## src/nfci_pkg.sv

```systemverilog
package nfci_pkg;

   localparam int ARRAY_BITS  = 16;
   localparam int ARRAY_BYTES = 1 << ARRAY_BITS;
   localparam int SECTOR_BITS = 12;
   localparam int ADDR_BITS   = 16;
   localparam int DATA_BITS   = 8;
   localparam int CSR_ADDR_BITS = 3;
   localparam int CSR_DATA_BITS = 32;

   // bus command bytes and unlock addresses
   localparam logic [DATA_BITS-1:0] CMD_UNLOCK1      = 8'hAA;
   localparam logic [DATA_BITS-1:0] CMD_UNLOCK2      = 8'h55;
   localparam logic [DATA_BITS-1:0] CMD_AUTOSELECT   = 8'h90;
   localparam logic [DATA_BITS-1:0] CMD_ERASE_SETUP  = 8'h80;
   localparam logic [DATA_BITS-1:0] CMD_CHIP_ERASE   = 8'h10;
   localparam logic [DATA_BITS-1:0] CMD_SECTOR_ERASE = 8'h30;
   localparam logic [DATA_BITS-1:0] CMD_PROGRAM      = 8'hA0;
   localparam logic [DATA_BITS-1:0] CMD_BYPASS       = 8'h20;
   localparam logic [DATA_BITS-1:0] CMD_RESET        = 8'hF0;
   localparam logic [DATA_BITS-1:0] CMD_BYPASS_EXIT  = 8'h00;
   localparam logic [ADDR_BITS-1:0] ADDR_UNLOCK1     = 16'hAAA;
   localparam logic [ADDR_BITS-1:0] ADDR_UNLOCK2     = 16'h555;
   localparam logic [DATA_BITS-1:0] ERASED_BYTE      = 8'hFF;

   // csr register indexes (paddr[2])
   localparam logic CSR_MAKER_ID = 1'b0;
   localparam logic CSR_PART_ID  = 1'b1;

   typedef enum logic [1:0] {
      MODE_ARRAY  = 2'd0,
      MODE_AUTO   = 2'd1,
      MODE_BYPASS = 2'd2
   } mode_type;

   typedef struct packed {
      logic load;
      logic commit;
      logic sweep_write;
   } nfci_cmd_type;

   typedef struct packed {
      logic erase;
      logic sweep_last;
   } nfci_status_type;

endpackage

```

## src/nfci_ctrl.sv

```systemverilog
module nfci_ctrl (
   input  logic                     clock,
   input  logic                     reset,
   input  logic                     req_valid,
   output logic                     req_stall,
   output logic                     rsp_valid,
   input  logic                     rsp_stall,
   input  nfci_pkg::nfci_status_type status,
   output nfci_pkg::nfci_cmd_type    cmd
);
   import nfci_pkg::*;

   typedef enum logic [1:0] {
      ST_CLEAR,
      ST_IDLE,
      ST_FINISH,
      ST_ERASE
   } state_type;

   state_type state_ff, state_in;
   logic      rsp_valid_ff, rsp_valid_in;
   logic      out_free;

   assign out_free  = !rsp_valid_ff || !rsp_stall;
   assign req_stall = (state_ff != ST_IDLE);
   assign rsp_valid = rsp_valid_ff;

   always_comb begin
      state_in         = state_ff;
      cmd.load         = 1'b0;
      cmd.commit       = 1'b0;
      cmd.sweep_write  = 1'b0;
      rsp_valid_in     = rsp_valid_ff && rsp_stall;
      unique case (state_ff)
         ST_CLEAR: begin
            cmd.sweep_write = 1'b1;
            if (status.sweep_last) state_in = ST_IDLE;
         end
         ST_IDLE: begin
            if (req_valid) begin
               cmd.load = 1'b1;
               state_in = ST_FINISH;
            end
         end
         ST_FINISH: begin
            // hold until the previous word has left the output register
            if (out_free) begin
               cmd.commit   = 1'b1;
               rsp_valid_in = 1'b1;
               state_in     = status.erase ? ST_ERASE : ST_IDLE;
            end
         end
         ST_ERASE: begin
            cmd.sweep_write = 1'b1;
            if (status.sweep_last) state_in = ST_IDLE;
         end
         default: state_in = ST_IDLE;
      endcase
   end

   always_ff @(posedge clock) begin
      if (reset) begin
         state_ff     <= ST_CLEAR;
         rsp_valid_ff <= 1'b0;
      end else begin
         state_ff     <= state_in;
         rsp_valid_ff <= rsp_valid_in;
      end
   end

   a_no_overwrite: assert property (@(posedge clock) disable iff (reset)
      cmd.commit |-> (!rsp_valid_ff || !rsp_stall))
      else $error("result overwritten while still pending");

   a_rsp_from_finish: assert property (@(posedge clock) disable iff (reset)
      $rose(rsp_valid_ff) |-> $past(state_ff == ST_FINISH))
      else $error("result raised outside finish");

   a_sweep_ends: assert property (@(posedge clock) disable iff (reset)
      (cmd.sweep_write && status.sweep_last) |=> state_ff == ST_IDLE)
      else $error("sweep did not return to idle");

   a_erase_follows: assert property (@(posedge clock) disable iff (reset)
      (cmd.commit && status.erase) |=> state_ff == ST_ERASE)
      else $error("erase not started after commit");

endmodule

```

## config.mk

```make
export PLATFORM = sky130hd
export DESIGN_NAME = nfci_ctrl
export DESIGN_NICKNAME = d
export VERILOG_FILES = /design/src/nfci_pkg.sv /design/src/nfci_ctrl.sv
export SDC_FILE = /design/constraint.sdc
export NUM_CORES = 1
export LEC_CHECK = 0
export BUFFER_PORTS_ARGS = -buffer_cell sky130_fd_sc_hd__buf_2
export CORE_AREA = 4 4 41 43
export DETAILED_ROUTE_END_ITERATION = 16
export DIE_AREA = 0 0 45 47
export PLACE_DENSITY = 0.4
export SYNTH_ARGS = -nofsm -noshare
export SYNTH_HDL_FRONTEND = slang
export SYNTH_SLANG_ARGS = --single-unit
```

## constraint.sdc

```tcl
create_clock -name clock -period 1.4 [get_ports clock]
set_input_delay 0.42 -clock clock [delete_from_list [all_inputs] [get_ports clock]]
set_output_delay 0.42 -clock clock [all_outputs]
set_load 0.05 [all_outputs]
```

==> results.cfg, run 1 <==
[critical_path]
path_max_fanout = 3
arrival_ns = 1.09
path_cells = inv_4 -> ha_4 -> and2_4 -> buf_8
critPathBufInv = 2
crit_type = reg -> out
worst-path-stages = 4
r2r-start = state_ff[0]$_SDFFE_PP0P_
rr_endpoint = state_ff[0]$_SDFFE_PP0P_
endpoint = cmd[2]
slowest_stage = dfxtp_4
startpoint = state_ff[1]$_SDFFE_PP0P_
cpPeakStageDelay_ns = 0.37
endpoint_kind = output pin
crit_family = flip-flops
cp_data_required_time_ns = 0.98
start_kind = register
reg2reg_setup_slack_ns = -0.02
reg2regPathDepth = 6

[drt]
wl_per_cell_um = 11.2
vias = 207
route.detailed.drc = 0
route.final.wire_length_um = 615
drtAntennaViolNets = 0
drtIter0Drc = 0
dr.pass1.iters = 1
via_per_inst = 3.76

[sta]
max_freq_mhz = 660
final-setup-viol-count = 6
holdWs_ns = 0.413
layout_setup_ws_ns = -0.115
maxSlewViolCount = 0
tightestPinTransition_ns = 0.252
finalHoldViolCount = 0
finalClockSkew_ns = 0.00792
rsz0062_at_grt = true
relSlewSlack_pct = 83.3
fin_crit_sh_pct = 108
finalCriticalPeriod_ns = 1.51

[clock_tree]
cts_inserted_buffers = 3
path_clk_slew_ns = 0.04
cts_sinks = 3
cts-root-buf = clkbuf_4
cts_buffer_depth = 2
cts_tree = done
ctsHoldBuffers = 0
htreeDepth = 1
clock_latency_ns = 0.23

[place]
dp.cells = 49
dp_hpwl_um = 452
gp_congestion = 0.712
io_buffers = 10
placed_area_um2 = 313

[global_route]
antenna_found_initial = 0
grt-ovfl-total = 0
track_usage_pct = 7.72
grt_max_degree = 6
grt_pass1_wl_um = 1080
grt_pass1_vias = 248

[synth]
synth_edf_count = 0
synth_most_common_cell = nor2_1
syn_area_um2 = 205
synth-main-ff-cell = dfxtp_1
synthMuxAreaShare_pct = 14.6
synth.area.top_cells = dfxtp_1 (29%), mux2_4 (15%), ha_1 (12%)
synth_compound_gate_area_share_pct = 18.3
synth_top_family_by_area = compound AO/OA/AOI/OAI gates
synth-adder-area-share_pct = 12.2
synth.avg_cell_area_um2 = 8.92
ys_seq_elements = 3
synthDistinctLibCells = 13
synth-simple-area-share_pct = 18.3
netlist_instances = 23
ys.warnings.count = 0
syn_nets = 31
synth_top_area_share_pct = 29.3
async_reset_ff_share_pct = 0
synthXorXnorAreaFrac_pct = 0
ys_seq_area_share_pct = 29.3
yosys.area.top_type = dfxtp_1
synthTopCellsByCount = nor2_1 (4), dfxtp_1 (3), inv_1 (3)

[layout]
fill_cells = 152
nNetsFinal = 49
fin_util_pct = 32.0
synthToLayoutAreaGrowth_pct = 103
antennaDiodeCount = 0
instances_no_fill = 55
stdcell_area_um2 = 417
drive_gt1_share_pct = 75.0

[power_and_ir_drop]
seqPwrFrac_pct = 16.4
power.switching_mw = 0.446
ir_drop_mv = 0.966
swShare_pct = 43.7
power.density_nw_per_um2 = 2450
total_power_mw = 1.02
pwr-share-comb_pct = 68.6
power.internal_mw = 0.575
p_clk_share_pct = 15.0
leakage_nw = 0.185

[die]
die_area_um2 = 2120
die_w_um = 45
die_h_um = 47
initial_core_util_pct = 15.8
row_count = 13
coreArea_um2 = 1300
io_pins = 11

[run_status]
violations = setup timing
status = finished with violations

[min_path]
hp-class = in -> reg

[flow_run]
cap_violations = 0
## per-stage QoR
stage | setup slack (ns) | TNS (ns)
after global placement | -0.0240 | -0.0240
after detailed placement | -0.0477 | -0.0477
after floorplan | 0.0148 | 0
final | -0.115 | -0.366
after global routing | -0.157 | -0.592
after CTS | -0.139 | -0.432
## layout make-up
class                      count  area [um2]  share of cell area, %
sequential                     3        68.8                   16.5
clock buffer                   4        26.3                   6.31
inverter                       4        22.5                   5.41
multi-input combinational     16         168                   40.2
timing repair buffer          13         113                   27.0
tap                           15        18.8                   4.50
## worst register-to-register path: stages (launching register included)
cell and delay (ns):
dfxtp_4 0.36, inv_4 0.04, ha_4 0.27, buf_6 0.09
inv_2 0.03, o221a_4 0.22, mux2_4 0.29
## kinds of logic after synthesis
family	count (synthesis)
simple gates	8
compound gates	4
buf+inv	4
flops	3
mux	2
fa+ha+maj	2
## power groups by stage
stage	logic [mW]	registers, mW	clock network, mW
5_1_grt	0.735	0.172	0.175
6_report	0.700	0.167	0.154
3_5_place_dp	0.520	0.146	0
2_1_floorplan	0.422	0.168	0
3_3_place_gp	0.521	0.144	0
4_1_cts	0.698	0.152	0.165
## state kept, by name, indices dropped and copies added (netlist names)
name / flops
state_ff: 2
rsp_valid: 1
## repair_timing
item                       in CTS  in global routing
buffers inserted                2                  0
setup endpoints to repair       5                  6
pin swaps                       2                  2
resized for setup              16                  4
## how the worst min path moves through the flow
stage | start | end | slack [ns] | depth (start not counted)
6_report | reset | rsp_valid$_SDFF_PP0_ | 0.41 | 2
5_1_grt | reset | rsp_valid$_SDFF_PP0_ | 0.42 | 2
3_3_place_gp | rsp_valid$_SDFF_PP0_ | rsp_valid$_SDFF_PP0_ | 0.53 | 2
3_5_place_dp | rsp_valid$_SDFF_PP0_ | rsp_valid$_SDFF_PP0_ | 0.53 | 2
4_1_cts | reset | rsp_valid$_SDFF_PP0_ | 0.40 | 2
2_1_floorplan | reset | rsp_valid$_SDFF_PP0_ | 0.48 | 1
## cells in the final DEF, fill, tap and decap left out
master    Yosys  final
a21boi_4      0      1
a21oi_1       2      2
and2_4        0      1
buf_2         0      6
buf_4         0      2
buf_6         0      2
buf_8         0      3
clkbuf_1      0      1
clkbuf_4      0      3
dfxtp_2       0      1
dfxtp_4       0      2
ha_4          0      2
inv_2         1      1
inv_4         0      3
mux2_4        2      2
nand2_1       1      1
nand3_1       1      1
nor2_1        4      4
o221a_4       1      1
or2_0         1      1
## per-layer routing
metal / global-route usage (%) / wire [um]
met1: 7.90 / 247
met2: 12.7 / 346
met3: 3.45 / 21
met4: 5.26 / 0
met5: 0 / 0
Power figures use the tool's default switching activity.
==> run 2, diff against run 1 <==
==> constraint.sdc (replaced) <==
create_clock -name clock -period 1.4 [get_ports clock]
set_input_delay 0 -clock clock [delete_from_list [all_inputs] [get_ports clock]]
set_output_delay 0 -clock clock [all_outputs]
set_load 0.05 [all_outputs]
==> results.cfg, run 2 (same netlist as run 1, synthesis figures left out) <==
[flow_run]
cap_violations = 0

[drt]
drtAntennaViolNets = 0
via_per_inst = 3.74
drtIter0Drc = 0
route.final.wire_length_um = 461
vias = 202
dr.pass1.iters = 1
wl_per_cell_um = 8.54
route.detailed.drc = 0

[sta]
tightestPinTransition_ns = 0.250
finalHoldViolCount = 0
final-setup-viol-count = 0
fin_setup_tns_ns = 0
relSlewSlack_pct = 83.4
finalClockSkew_ns = 0.00170
rsz0062_at_grt = false
maxSlewViolCount = 0
max_freq_mhz = 748
fin_crit_sh_pct = 95.5
finalCriticalPeriod_ns = 1.34

[die]
io_pins = 11
die_w_um = 45
die_h_um = 47
initial_core_util_pct = 15.8
row_count = 13
die_area_um2 = 2120
coreArea_um2 = 1300

[critical_path]
r2r-start = state_ff[1]$_SDFFE_PP0P_
start_kind = register
reg2reg_setup_slack_ns = 0.06
crit_type = reg -> reg
rr_endpoint = state_ff[0]$_SDFFE_PP0P_
endpoint_kind = register
cp_data_required_time_ns = 1.51
path_max_fanout = 2
reg2regPathDepth = 5
arrival_ns = 1.45

[min_path]
hp-class = in -> reg
hp-start = rsp_stall
min_delay_path_depth = 3
whs_endpoint = rsp_valid$_SDFF_PP0_

[place]
dp_hpwl_um = 374
gp_congestion = 0.697
io_buffers = 10

[clock_tree]
cts-root-buf = clkbuf_4
cts_tree = done
cts_buffer_depth = 2
path_clk_slew_ns = 0.04
cts_sinks = 3
htreeDepth = 1
cts_inserted_buffers = 3
clock_latency_ns = 0.23

[power_and_ir_drop]
leakage_nw = 0.160
power.density_nw_per_um2 = 2380
ir_drop_mv = 0.825

[global_route]
grt_pass1_vias = 236
antenna_found_initial = 0
grt_max_degree = 6
track_usage_pct = 6.39
grt-ovfl-total = 0
grt_pass1_wl_um = 897

[layout]
fin_util_pct = 26.1
final_common_cell = buf_2
nNetsFinal = 48
layout_common_cells = buf_2 (9), nor2_1 (4), clkbuf_4 (3)
top_register = state_ff
largest_register_ffs = 2
drive_gt1_share_pct = 61.5
synthToLayoutAreaGrowth_pct = 65.2
antennaDiodeCount = 0

[run_status]
status = complete, no violations
-- run 2: report_power, final --
part | switching [mW] | internal, mW
registers | 0.0223 | 0.116
logic | 0.315 | 0.204
clock network | 0.0424 | 0.107
total | 0.380 | 0.427
-- run 2: worst max-delay path by stage --
stage	startpoint	to	slack [ns]	depth (start not counted)
floorplan	state_ff[0]$_SDFFE_PP0P_	state_ff[0]$_SDFFE_PP0P_	0.01	5
global placement	state_ff[1]$_SDFFE_PP0P_	state_ff[1]$_SDFFE_PP0P_	0.06	5
detailed placement	state_ff[1]$_SDFFE_PP0P_	state_ff[0]$_SDFFE_PP0P_	0.06	5
CTS	state_ff[1]$_SDFFE_PP0P_	cmd[2]	0.02	5
global route	state_ff[1]$_SDFFE_PP0P_	cmd[2]	0.01	5
finish	state_ff[1]$_SDFFE_PP0P_	state_ff[0]$_SDFFE_PP0P_	0.06	5
-- run 2: through the flow --
| step | hold slack (ns) | power [mW] | cells | area (um2) | setup slack (ns) |
|---|---|---|---|---|---|
| CTS | 0.0206 | 0.823 | 54 | 337 | 0.0208 |
| detailed placement | 0.241 | 0.656 | 49 | 300 | 0.0565 |
| global placement | 0.236 | 0.654 | 49 | 300 | 0.0559 |
| floorplan | 0.0724 | 0.575 | 23 | 224 | 0.0148 |
| global route | 0.0869 | 0.871 | 54 | 339 | 0.0133 |
| finish | 0.0300 | 0.807 | 54 | 339 | 0.0632 |
-- run 2: layout make-up --
class | count | area [um2]
Clock buffer | 4 | 26.3
Timing Repair Buffer | 12 | 70.1
Multi-Input combinational cell | 16 | 145
Tap cell | 15 | 18.8
Fill cell | 154 | 962
Inverter | 4 | 17.5
Sequential cell | 3 | 61.3
-- run 2: routing by layer --
metal  vias up  part of all wire, %  global-route usage (%)
met2         7                   55                    9.89
met3         0                  6.9                    2.30
met1        86                   38                    5.66
li1        109                    -                       -
met5         -                    0                       0
met4         0                    0                    8.77
-- run 2: worst max-delay path, stage by stage, from the launching register on --
cell     delay (ns)
dfxtp_1        0.33
inv_1          0.08
ha_2           0.20
inv_4          0.04
o221a_4        0.28
mux2_4         0.29
-- run 2: timing repair --
action | in CTS | in global routing
endpoints found under the hold margin | 1 | 0
gates resized for setup | 0 | 2
endpoints found under the setup margin | 0 | 1
buffers inserted | 0 | 0
hold buffers | 1 | 0
